[config.mk]
export PLATFORM = sky130hd
export DESIGN_NAME = lbca_front
export DESIGN_NICKNAME = d
export VERILOG_FILES = /design/src/hdl/lbca_pkg.sv /design/src/hdl/lbca_front.sv
export SDC_FILE = /design/constraint.sdc
export NUM_CORES = 1
export LEC_CHECK = 0
export ABC_CLOCK_PERIOD_IN_PS = 2040
export BUFFER_PORTS_ARGS = -buffer_cell sky130_fd_sc_hd__buf_2
export CAP_MARGIN = 20
export CORE_MARGIN = 1
export CORE_UTILIZATION = 35
export CTS_CLUSTER_DIAMETER = 60
export DETAILED_ROUTE_END_ITERATION = 7
export GPL_TIMING_DRIVEN = 0
export PLACE_DENSITY_LB_ADDON = 0.08
export SYNTH_ARGS = -nofsm -noshare
export SYNTH_HDL_FRONTEND = slang
export SYNTH_SLANG_ARGS = --single-unit
[constraint.sdc]
create_clock -name clk -period 2.04 [get_ports clk]
set_input_delay 0.102 -clock clk [delete_from_list [all_inputs] [get_ports clk]]
set_output_delay 0.102 -clock clk [all_outputs]
set_load 0.02 [all_outputs]
[src/hdl/lbca_pkg.sv]
// lbca_pkg: shared types, constants and helpers of the linked block chain allocator
// used by every module of the block but lbca_ram; depends on nothing
`default_nettype none

package lbca_pkg;

  // table geometry and field widths
  localparam int NUM_BLOCKS = 1024;
  localparam int ID_W       = $clog2(NUM_BLOCKS);
  localparam int CNT_W      = ID_W + 1;
  localparam int OP_W       = 2;

  // opcodes on the input channel
  localparam logic [OP_W-1:0] OP_ACQUIRE = 2'd0;
  localparam logic [OP_W-1:0] OP_RELEASE = 2'd1;
  localparam logic [OP_W-1:0] OP_LOOKUP  = 2'd2;
  localparam logic [OP_W-1:0] OP_UNUSED  = 2'd3;

  // result status codes
  typedef enum logic [1:0] {
    ST_OK      = 2'd0,
    ST_NOSPACE = 2'd1,
    ST_ZERO    = 2'd2,
    ST_CORRUPT = 2'd3
  } status_t;

  // command kinds after front-end decode
  typedef enum logic [2:0] {
    CMD_NOP,
    CMD_ZERO,
    CMD_ACQUIRE,
    CMD_RELEASE,
    CMD_LOOKUP
  } cmd_kind_t;

  // one queued command
  typedef struct packed {
    cmd_kind_t        kind;
    logic [ID_W-1:0]  blk_idx;
    logic [CNT_W-1:0] count;
  } cmd_t;

  // queue to back-end handoff
  typedef struct packed {
    logic valid;
    cmd_t cmd;
  } cmd_q_t;

  // back-end sequencer states
  typedef enum logic [2:0] {
    BK_INIT,
    BK_IDLE,
    BK_ACQ,
    BK_REL,
    BK_LKP
  } bk_state_t;

  // reset contents of one link entry: 0 self, i to i+1, last self
  function automatic logic [ID_W-1:0] init_link(input logic [ID_W-1:0] idx);
    logic [ID_W-1:0] res;
    if (idx == '0) begin
      res = '0;
    end else if (idx == ID_W'(NUM_BLOCKS - 1)) begin
      res = idx;
    end else begin
      res = idx + ID_W'(1);
    end
    return res;
  endfunction

endpackage

`default_nettype wire

[src/hdl/lbca_front.sv]
// lbca_front: accepts input words, decodes them into commands, two-entry queue
// depends on lbca_pkg
`default_nettype none

module lbca_front
  import lbca_pkg::*;
(
  input  wire logic             clk,
  input  wire logic             rst_n,
  input  wire logic             in_valid,
  output      logic             in_ready,
  input  wire logic [OP_W-1:0]  in_op,
  input  wire logic [ID_W-1:0]  in_blk_idx,
  input  wire logic [CNT_W-1:0] in_count,
  input  wire logic             init_busy,
  output      cmd_q_t           q_out,
  input  wire logic             q_pop
);

  cmd_t       entry_r [2];
  logic       wr_ptr_r, wr_ptr_nxt;
  logic       rd_ptr_r, rd_ptr_nxt;
  logic [1:0] fill_r, fill_nxt;
  logic       push;
  cmd_t       dec;

  // classify the incoming word
  always_comb begin
    dec.blk_idx = in_blk_idx;
    dec.count   = in_count;
    unique case (in_op)
      OP_ACQUIRE: dec.kind = (in_count == '0) ? CMD_ZERO : CMD_ACQUIRE;
      OP_RELEASE: dec.kind = CMD_RELEASE;
      OP_LOOKUP:  dec.kind = CMD_LOOKUP;
      OP_UNUSED:  dec.kind = CMD_NOP;
      default:    dec.kind = CMD_NOP;
    endcase
  end

  // handshake and queue pointers
  assign in_ready = (fill_r != 2'd2) && !init_busy;
  assign push     = in_valid && in_ready;

  always_comb begin
    wr_ptr_nxt = push ? ~wr_ptr_r : wr_ptr_r;
    rd_ptr_nxt = q_pop ? ~rd_ptr_r : rd_ptr_r;
    fill_nxt   = fill_r + {1'b0, push} - {1'b0, q_pop};
  end

  always_ff @(posedge clk) begin
    if (!rst_n) begin
      wr_ptr_r <= 1'b0;
      rd_ptr_r <= 1'b0;
      fill_r   <= 2'd0;
    end else begin
      wr_ptr_r <= wr_ptr_nxt;
      rd_ptr_r <= rd_ptr_nxt;
      fill_r   <= fill_nxt;
    end
  end

  // queue storage
  always_ff @(posedge clk) begin
    if (push) begin
      entry_r[wr_ptr_r] <= dec;
    end
  end

  assign q_out.valid = (fill_r != 2'd0);
  assign q_out.cmd   = entry_r[rd_ptr_r];

endmodule

`default_nettype wire

# After elaboration in Yosys (flattened, before gate mapping)
# Memories as Yosys holds them, arrays and structs flattened. A register that Yosys moved wholly into a read port is not among the register bits.
# Index checks and enable logic that the tools add are counted.
# op_classes
addsub	2
mul	0
n_div	0
n_lt_le_gt_ge	0
n_eq_ne	4
shift	0
mux	6
n_bitwise	2
reduce_logical	6
# ops
operator	n
$pmux W3 S4	1
$logic_not A11 Y1	1
$eq A2 B2 Y1 const B	2
$mux W1	4
$add A2 B1 Y2	1
$eq A2 B1 Y1 const B	1
$logic_and A1 B1 Y1	2
$logic_not A2 Y1	1
$mux W2	1
$ne A2 B2 Y1 const B	1
$not A1 Y1	2
$reduce_bool A2 Y1	1
$sub A2 B1 Y2	1
$logic_not A1 Y1	1
# word_totals
ff_bits	4
latchBits	0
ram_bits	48
romBits	0
out_inout_bits	26
elab_cells	24
mem_count	1
# mem_list
memory	words	width	read_ports	rd_ports_with_merged_regs	wr	line	text
entry_r	2	24	1	1	1	lbca_front.sv:20	cmd_t entry_r [2];

# Longest topological paths before layout
# Gate-level depths: netlist of run 1.
# depth
depth_word	5
depth_mapped	9

# Worst setup path before layout of run 1
# No wires, ideal clock.
# synth_timing
path_type	reg2reg
start	register fill_r[1]
end	memory entry_r[1][0] in the netlist's numbering, enable pin
arrival_ns	1.517
required_time_ns	1.657
path_slack_ns	0.140
path_stages_with_launch	4
n_path_buf	0
synth_period_minus_slack_ns	1.900
cell_sequence	dfxtp_1 > nor2b_4 > nor2_1 > and3_1
# synth_via
elab_chain_cells	5
# synth_lines
element	line	text
start: declaration	lbca_front.sv:23	logic [1:0] fill_r, fill_nxt;
start signal: assignment	lbca_front.sv:58	fill_r <= fill_nxt;
$ne A2 B2 Y1	lbca_front.sv:41	assign in_ready = (fill_r != 2'd2) && !init_busy;
$logic_and A1 B1 Y1	lbca_front.sv:41	
net in_ready	lbca_front.sv:11	output logic in_ready,
$logic_and A1 B1 Y1	lbca_front.sv:42	assign push = in_valid && in_ready;
$mux W1	lbca_front.sv:64	if (push) begin
$mux W1 (not written as such)	lbca_front.sv:65	entry_r[wr_ptr_r] <= dec;
end: declaration	lbca_front.sv:20	
# The timed path passes the listed nets, and every way through them passes these cells.

# Worst setup path in the final report of run 1
# layout_timing
start	register fill_r[0]
end	memory entry_r[0][10] in the netlist's numbering, enable pin
# layout_via
elab_chain_cells	5
# layout_lines
element	line
$ne A2 B2 Y1	lbca_front.sv:41
$logic_and A1 B1 Y1	lbca_front.sv:41
$logic_and A1 B1 Y1	lbca_front.sv:42
$mux W1	lbca_front.sv:64
$mux W1 (not written as such)	lbca_front.sv:65
# Every way passes these cells.

==> results of run 1 <==
-- stage by stage --
stage	std cells	power, mW	instance area [µm²]	TNS, ns	hold WS (ns)
finish	258	2.19	2710	0	0.0150
global route	258	2.30	2710	0	0.000702
CTS	256	2.22	2690	0	0.00430
detailed placement	238	1.67	2510	-0.0731	0.294
global placement	237	1.65	2490	-2.05	0.292
floorplan	109	1.54	2130	0	0.201
-- cell usage after synthesis --
master	number
a21oi_1	1
a41oi_1	1
and2_1	2
and3_1	1
buf_6	3
dfxtp_1	5
edfxtp_1	48
ha_1	2
inv_1	4
mux2_2	4
mux2_4	20
nand2_1	1
nand3_1	1
nor2_1	4
nor2b_1	1
nor2b_4	1
nor3_1	2
nor4_2	2
nor4_4	1
o21a_1	1
o31a_1	1
or2_2	1
xnor2_1	1
xor2_1	1
-- area by class of cell --
class | instances | area [µm²] | area share [%]
clock buffer | 8 | 80.1 | 2.96
inverter | 4 | 15.0 | 0.554
timing repair buffer | 66 | 400 | 14.8
buffer | 3 | 33.8 | 1.25
multi-input combinational | 49 | 544 | 20.1
sequential | 53 | 1540 | 56.9
tap | 75 | 93.8 | 3.46
-- cell usage in the layout, fill, tap and decap left out, types with 2 or more instances in the layout --
cell,instances
ha_1,2
and2_1,2
mux2_2,4
nor4_2,2
nor3_1,2
clkbuf_8,5
buf_2,53
edfxtp_1,48
dlygate4sd3_1,12
mux2_4,20
inv_1,4
buf_6,3
dfxtp_1,5
nor2_1,4
clkbuf_1,3
-- worst min-delay path by stage --
stage / start / end / slack (ns) / cells past startpoint
2_1_floorplan: in_count[0] / entry_r[0][0] / 0.20 / 0
3_3_place_gp: in_blk_idx[6] / entry_r[0][17] / 0.29 / 1
3_5_place_dp: in_blk_idx[7] / entry_r[0][18] / 0.29 / 1
4_1_cts: in_blk_idx[0] / entry_r[0][11] / 0.004 / 1
5_1_grt: in_count[0] / entry_r[1][0] / 0.0007 / 1
6_report: in_blk_idx[0] / entry_r[0][11] / 0.02 / 1
-- power breakdown --
group / switching (mW) / internal, mW
clock: 0.300 / 0.244
sequential: 0.0218 / 1.24
combinational: 0.199 / 0.186
total: 0.521 / 1.67
-- state kept, by name, indices dropped and copies added (netlist names), named ones only --
name and cells:
fill_r 2, entry_r 48, rd_ptr_r 1, wr_ptr_r 1
-- cell families (layout without fill, tap and decap cells) --
family / after synthesis / after routing / share of synthesized area [%]
multiplexers: 24 / 24 / 16.2
adder cells (fa/ha/maj): 2 / 2 / 1.17
AO/OA/AOI/OAI: 4 / 4 / 1.41
buffers and inverters: 7 / 81 / 2.29
AND/OR/NAND/NOR: 17 / 17 / 5.86
XOR/XNOR: 2 / 2 / 0.821
flip-flops: 53 / 53 / 72.3
-- repair_timing --
item | CTS | global route
resized for setup | 1 | 0
endpoints found under the setup margin | 24 | 0
hold buffers | 10 | 2
endpoints found under the hold margin | 20 | 4
-- layer usage --
metal,part of all wire (%),wire (µm)
met1,39,1350
met2,54,1890
met3,5.4,187
met4,1.4,49
met5,0,0
==> flow_metrics.tcl, run 1 <==
set metrics [dict create \
    initial_utilization_pct 36.2 \
    holdCritPathClass "primary input to flip-flop" \
    r2r_slack_ns 0.31 \
    avgRoutedWirePerCell_um 13.5 \
    fin_crit_ns 1.73 \
    grtUsageMet3_pct 3.64 \
    clk_path_buf_depth 2 \
    cts.clk_slew.worst_paths_ns 0.09 \
    cp_slowest_cell "nor4_4" \
    root_buffer "clkbuf_8" \
    fmax_mhz 577 \
    synthTopCellsByArea "edfxtp_1, mux2_4, dfxtp_1" \
    dp_hpwl_um 2490 \
    cts_tree "yes" \
    gp_congestion 0.691 \
    power_density_nw_per_um2 810 \
    fin_util_pct 46.0 \
    track_usage_pct 11.8 \
    worstMarginPinSlew_ns 0.899 \
    max_slew_margin_pct 39.6 \
    startpoint "fill_r[0]" \
    irDropWorstVdd_mv 0.430 \
    n_fill_cell 533 \
    finalClockSkew_ns 0.00893 \
    drive_above_1_share_pct 50.3 \
    drtAntennaViolNets 0 \
    critPathTopFamily "simple AND/OR/NAND/NOR gates" \
    r2r_start "fill_r[0]" \
    detail_route.drc_violations 0 \
    grt_pass1_vias 1126 \
    endpoint_kind "flip-flop" \
    drv_cap 0 \
    die_w_um 80.1 \
    layout_setup_ws_ns 0.306 \
    ios 54 \
    routed_wl_um 3480 \
    dieArea_um2 6410 \
    grt_max_degree 25 \
    worstPathRequired_ns 2.04 \
    synth_cells 109 \
    use_met1_pct 12.4 \
    viasPerCell 4.49 \
    path_cells "nor2b_4, nor4_4, buf_8" \
    syn_nets 139 \
    cp-start-kind "flip-flop" \
    synth_area_leader_cell "edfxtp_1" \
    overflow 0 \
    slew_violations 0 \
    clock-sinks 53 \
    num_rows 28 \
    h-tree-depth 2 \
    areaGrowthSynthToFinish_pct 27.0 \
    critPathKind "flip-flop to flip-flop" \
    core_um2 5890 \
    antenna_found_initial 0 \
    busiest_layer "met2" \
    fp.dieH_um 80.1 \
    nets 212 \
    ys_ff_latch 53 \
    synth_cell_types 24 \
    portBuffers 53 \
    grt_pass1_wl_um 5350 \
    worstSetupEndpoint "entry_r[0][10]" \
    dr.pass1.iters 4 \
    cp.depth 3 \
    cp_num_buf_inv 1 \
    cts_inserted_buffers 5 \
    reg2reg_to "entry_r[0][10]" \
    p_leak_nw 1.06 \
    critical_path_arrival_ns 1.74 \
    setup_viol 0 \
    hold_violations 0 \
    cp_max_fo 14 \
    vias 1159 \
    ys_warn_count 0 \
    pre_cts_ws_ns -0.00446 \
    ff2ff_path_depth 3 \
    yosysSeqAreaShare_pct 72.3 \
    cp_slowest_stage_delay_ns 0.68 \
    met2_usage_pct 21.8 \
    synth_top_cell_area_share_pct 67.6 \
    rsz0062_at_grt "no" \
    antennaDiodeCount 0 \
    status "finished, final reports clean" \
    clock_latency_ns 0.30 \
    drtIter0Drc 43 \
    post-cts-setup-buffers 0 \
    syn-cell-area_um2 2130 \
    avgSynthCellArea_um2 19.6 \
    timing.final.crit_share_pct 85.0 \
]
(Power assumes the default switching activity.)
==> inputs of run 2 (changes only) <==
--- a/config.mk
+++ b/config.mk
@@ -9,7 +9,7 @@
 export BUFFER_PORTS_ARGS = -buffer_cell sky130_fd_sc_hd__buf_2
 export CAP_MARGIN = 20
 export CORE_MARGIN = 1
-export CORE_UTILIZATION = 35
+export CORE_UTILIZATION = 30
 export CTS_CLUSTER_DIAMETER = 60
 export DETAILED_ROUTE_END_ITERATION = 7
 export GPL_TIMING_DRIVEN = 0
==> run 2 against run 1 <==
Effect of this change: worst setup slack got worse by 0.024 ns; total power up 12%; cell count rose by 9.3%; largest power group unchanged; non-clock buffer count rose by 3; sequential power barely moved; register-to-register slack lost 0.02 ns; count of clock-buffer cells in the layout fell by 3.
==> flow_metrics.tcl, run 2 (same netlist as run 1, synthesis figures left out) <==
set metrics [dict create \
    status "finished, final reports clean" \
    multi_input_area_um2 543 \
    finalClockSkew_ns 0.00461 \
    drv_cap 0 \
    h-tree-depth 2 \
    portBuffers 53 \
    avgRoutedWirePerCell_um 12.7 \
    worstPathRequired_ns 2.05 \
    critical_path_arrival_ns 1.77 \
    viasPerCell 4.08 \
    clock-sinks 53 \
    min_from "in_count[6]" \
    ff_latch_area_um2 1540 \
    holdCritPathClass "primary input to flip-flop" \
    cp_max_fo 14 \
    antenna_found_initial 0 \
    setup_viol 0 \
    areaGrowthSynthToFinish_pct 32.1 \
    n_fill_cell 676 \
    path_cells "nor4_4, buf_6" \
    cp_slowest_stage_delay_ns 0.83 \
    fp.dieH_um 86.3 \
    post-cts-setup-buffers 0 \
    grt_pass1_vias 1140 \
    endpoint_kind "flip-flop" \
    clk_path_buf_depth 2 \
    gp_congestion 0.635 \
    grt_pass1_wl_um 5400 \
    detail_route.drc_violations 0 \
    track_usage_pct 10.2 \
    drive_above_1_share_pct 51.1 \
    layout_commonest_cell "buf_2" \
    irDropWorstVdd_mv 0.365 \
    clock_latency_ns 0.30 \
    timing.final.crit_share_pct 86.2 \
    worstMarginPinSlew_ns 0.919 \
    rsz0062_at_grt "no" \
    dr.pass1.iters 2 \
    fin_crit_ns 1.76 \
    fmax_mhz 569 \
    ios 54 \
    cts_inserted_buffers 5 \
    ff2ff_path_depth 2 \
    largest_register "entry_r" \
    drtAntennaViolNets 0 \
    largestRegisters "entry_r (48), fill_r (2)" \
    num_rows 30 \
    cts_resized 0 \
    r2r_slack_ns 0.28 \
    max_slew_margin_pct 38.2 \
    hold_end "entry_r[0][6]" \
    routed_wl_um 3570 \
    largest_reg_flops 48 \
    antennaDiodeCount 0 \
    slew_violations 0 \
    p_leak_nw 1.10 \
    power_density_nw_per_um2 872 \
    min_path_cells 1 \
    setup_tns_ns 0 \
    initial_utilization_pct 31.2 \
    drtIter0Drc 40 \
    final_cells 282 \
    critPathTopFamily "simple AND/OR/NAND/NOR gates" \
    core_um2 6830 \
    vias 1150 \
    nets 215 \
    overflow 0 \
    mostFrequentLayoutCells "buf_2, edfxtp_1, mux2_4, dlygate4sd3_1" \
    cts_tree "yes" \
    cp_slowest_cell "nor4_4" \
    cp-start-kind "flip-flop" \
    root_buffer "clkbuf_8" \
    dieArea_um2 7450 \
    cp_num_buf_inv 1 \
    critPathKind "flip-flop to flip-flop" \
    dp_cells 260 \
    cts.clk_slew.worst_paths_ns 0.09 \
    hold_violations 0 \
    r2r_start "wr_ptr_r" \
    die_w_um 86.3 \
    grt_max_degree 19 \
    reg2reg_to "entry_r[0][6]" \
    cts_hold_buffers 11 \
]
run 2: area by class of cell:
class	count	share of cell area [%]
Timing Repair Buffer	69	15.3
Buffer	3	1.20
Clock buffer	5	2.44
Clock inverter	3	2.31
Inverter	4	0.533
Tap cell	96	4.26
Multi-Input combinational cell	49	19.3
Sequential cell	53	54.7
run 2: metal layers:
metal	part of all wire [%]	vias up	track usage, %
li1	-	567	-
met1	41	544	10.7
met2	52	34	18.6
met3	4.8	5	3.52
met4	1.7	0	4.09
met5	0	-	0
run 2: metrics by stage:
| step | utilization, % | hold slack, ns | total power, mW | worst slack (ns) | instance area, µm² |
|---|---|---|---|---|---|
| 5_1_grt | 41.3 | 0.00683 | 2.56 | 0.165 | 2820 |
| 6_report | 41.3 | 0.0143 | 2.46 | 0.281 | 2820 |
| 2_1_floorplan | - | 0.201 | 1.54 | 0.140 | 2130 |
| 4_1_cts | 40.8 | 0.00000189 | 2.49 | 0.204 | 2790 |
| 3_5_place_dp | 37.3 | 0.294 | 1.66 | 0.222 | 2540 |
| 3_3_place_gp | 36.9 | 0.292 | 1.65 | -0.128 | 2520 |
run 2: how the worst max path moves through the flow:
stage / start / to / cells after the start
after CTS: wr_ptr_r / entry_r[0][9] / 2
after global routing: fill_r[1] / entry_r[0][12] / 3
final: wr_ptr_r / entry_r[0][6] / 2
after detailed placement: wr_ptr_r / entry_r[0][8] / 2
after global placement: fill_r[1] / entry_r[0][8] / 2
after floorplan: fill_r[1] / entry_r[1][0] / 3
run 2: power breakdown:
part / internal [mW] / switching [mW]
Combinational: 0.189 / 0.200
Sequential: 1.24 / 0.0200
Clock: 0.487 / 0.320
==> inputs of run 3 (changes only) <==
--- a/config.mk
+++ b/config.mk
@@ -5,7 +5,7 @@
 export SDC_FILE = /design/constraint.sdc
 export NUM_CORES = 1
 export LEC_CHECK = 0
-export ABC_CLOCK_PERIOD_IN_PS = 2040
+export ABC_CLOCK_PERIOD_IN_PS = 2150
 export BUFFER_PORTS_ARGS = -buffer_cell sky130_fd_sc_hd__buf_2
 export CAP_MARGIN = 20
 export CORE_MARGIN = 1
==> constraint.sdc (replaced) <==
create_clock -name clk -period 2.15 [get_ports clk]
set_input_delay 0.1075 -clock clk [delete_from_list [all_inputs] [get_ports clk]]
set_output_delay 0.1075 -clock clk [all_outputs]
set_load 0.02 [all_outputs]
==> run 3 against run 2 <==
Effect of this change: fmax down 0.19%; utilization down 0.44 points; sequential power down 5%; register-to-register slack better by 0.11 ns; critical path depth unchanged; cell count down 1.1%; flip-flop and latch count unchanged; via count unchanged; wire length down 0.48%; worst setup slack better by 0.11 ns; final area down 1.1%; clock skew down 0.00086 ns; critical endpoint unchanged.
==> flow_metrics.tcl, run 3 (same netlist as run 1, synthesis figures left out) <==
set metrics [dict create \
    avgRoutedWirePerCell_um 12.7 \
    ios 54 \
    viasPerCell 4.12 \
    overflow 0 \
    h-tree-depth 2 \
    r2r_slack_ns 0.39 \
    cp_slowest_stage_delay_ns 0.83 \
    num_rows 30 \
    cts_resized 0 \
    path_cells "nor4_4, buf_6" \
    setup_viol 0 \
    n_fill_cell 677 \
    track_usage_pct 10.2 \
    timing.final.crit_share_pct 81.9 \
    nets 212 \
    min_path_cells 1 \
    drtIter0Drc 22 \
    reg2reg_to "entry_r[0][6]" \
    areaGrowthSynthToFinish_pct 30.7 \
    portBuffers 53 \
    cp-start-kind "flip-flop" \
    routed_wl_um 3550 \
    antenna_found_initial 0 \
    min_from "in_count[2]" \
    multi_input_area_um2 543 \
    mostFrequentLayoutCells "buf_2, edfxtp_1, mux2_4, dlygate4sd3_1" \
    largest_reg_flops 48 \
    die_w_um 86.3 \
    fin_util_pct 40.8 \
    cp_slowest_cell "nor4_4" \
    placed_area_um2 2540 \
    clock_latency_ns 0.30 \
    cts_tree "yes" \
    irDropWorstVdd_mv 0.346 \
    finalClockSkew_ns 0.00375 \
    worstPathRequired_ns 2.16 \
    cts_inserted_buffers 5 \
    fmax_mhz 568 \
    worstMarginPinSlew_ns 0.927 \
    grt_pass1_vias 1138 \
    critical_path_arrival_ns 1.77 \
    vias 1150 \
    postLayoutCellArea_um2 2790 \
    layout_setup_ws_ns 0.388 \
    layout_commonest_cell "buf_2" \
    pre_cts_ws_ns 0.332 \
    drv_cap 0 \
    endpoint_kind "flip-flop" \
    core_um2 6830 \
    fin_crit_ns 1.76 \
    detail_route.drc_violations 0 \
    slew_violations 0 \
    dieArea_um2 7450 \
    cp_max_fo 14 \
    ff2ff_path_depth 2 \
    status "finished, final reports clean" \
    drive_above_1_share_pct 51.9 \
    ff_latch_area_um2 1540 \
    power_density_nw_per_um2 834 \
    hold_violations 0 \
    drtAntennaViolNets 0 \
    p_leak_nw 1.09 \
    clk_path_buf_depth 2 \
    cts.clk_slew.worst_paths_ns 0.09 \
    gp_congestion 0.635 \
    holdCritPathClass "primary input to flip-flop" \
    clock-sinks 53 \
    dr.pass1.iters 3 \
    critPathKind "flip-flop to flip-flop" \
    r2r_start "wr_ptr_r" \
    hold_end "entry_r[1][2]" \
    rsz0062_at_grt "no" \
    initial_utilization_pct 31.2 \
    fp.dieH_um 86.3 \
    antennaDiodeCount 0 \
    max_slew_margin_pct 37.7 \
    post-cts-setup-buffers 0 \
    grt_max_degree 19 \
    root_buffer "clkbuf_8" \
    largestRegisters "entry_r (48), fill_r (2)" \
    grt_pass1_wl_um 5390 \
    largest_register "entry_r" \
]
## run 3: final cells by class
| type | count | area share, % |
|---|---|---|
| Sequential cell | 53 | 55.3 |
| Multi-Input combinational cell | 49 | 19.5 |
| Timing Repair Buffer | 66 | 14.4 |
| Tap cell | 96 | 4.31 |
| Clock buffer | 5 | 2.47 |
| Clock inverter | 3 | 2.33 |
| Buffer | 3 | 1.21 |
| Inverter | 4 | 0.538 |
## run 3: report_power, final
group          total, mW  internal [mW]  switching, mW
clock              0.763          0.462          0.301
sequential          1.20           1.18         0.0190
combinational      0.364          0.175          0.189
total               2.33           1.82          0.509
## run 3: per-stage QoR
step	cells	hold WS [ns]	power [mW]	TNS [ns]
6_report	279	0.0150	2.33	0
3_3_place_gp	258	0.298	1.57	-0.390
2_1_floorplan	109	0.206	1.46	0
5_1_grt	279	0.00439	2.42	0
4_1_cts	277	0.00219	2.36	0
3_5_place_dp	260	0.300	1.58	0
## run 3: how the worst max path moves through the flow
stage          startpoint        endpoint  slack, ns
6_report         wr_ptr_r   entry_r[0][6]       0.39
5_1_grt         fill_r[1]  entry_r[0][12]       0.27
4_1_cts          wr_ptr_r   entry_r[0][9]       0.31
3_5_place_dp     wr_ptr_r   entry_r[0][8]       0.33
3_3_place_gp    fill_r[1]   entry_r[0][8]      -0.02
2_1_floorplan   fill_r[1]   entry_r[1][0]       0.25
## run 3: routing by layer
layer  global-route usage (%)  part of all wire [%]  vias to the layer above
met1                     10.6                    40                      550
met3                     3.52                   4.8                        5
met4                     4.09                   1.7                        0
li1                         -                     -                      561
met2                     18.6                    53                       34
met5                        0                     0                        -
## run 3: critical path, delay by kind of cell (launching register included)
kind                   cells  cell delay [ns]
and+or+nand+nor            1             0.83
DFF                        1             0.35
buffers and inverters      1             0.28
## run 3: timing repair
item | 4_1_cts | 5_1_grt
endpoints found under the hold margin | 18 | 4
hold buffers | 9 | 2
endpoints found under the setup margin | 0 | 0
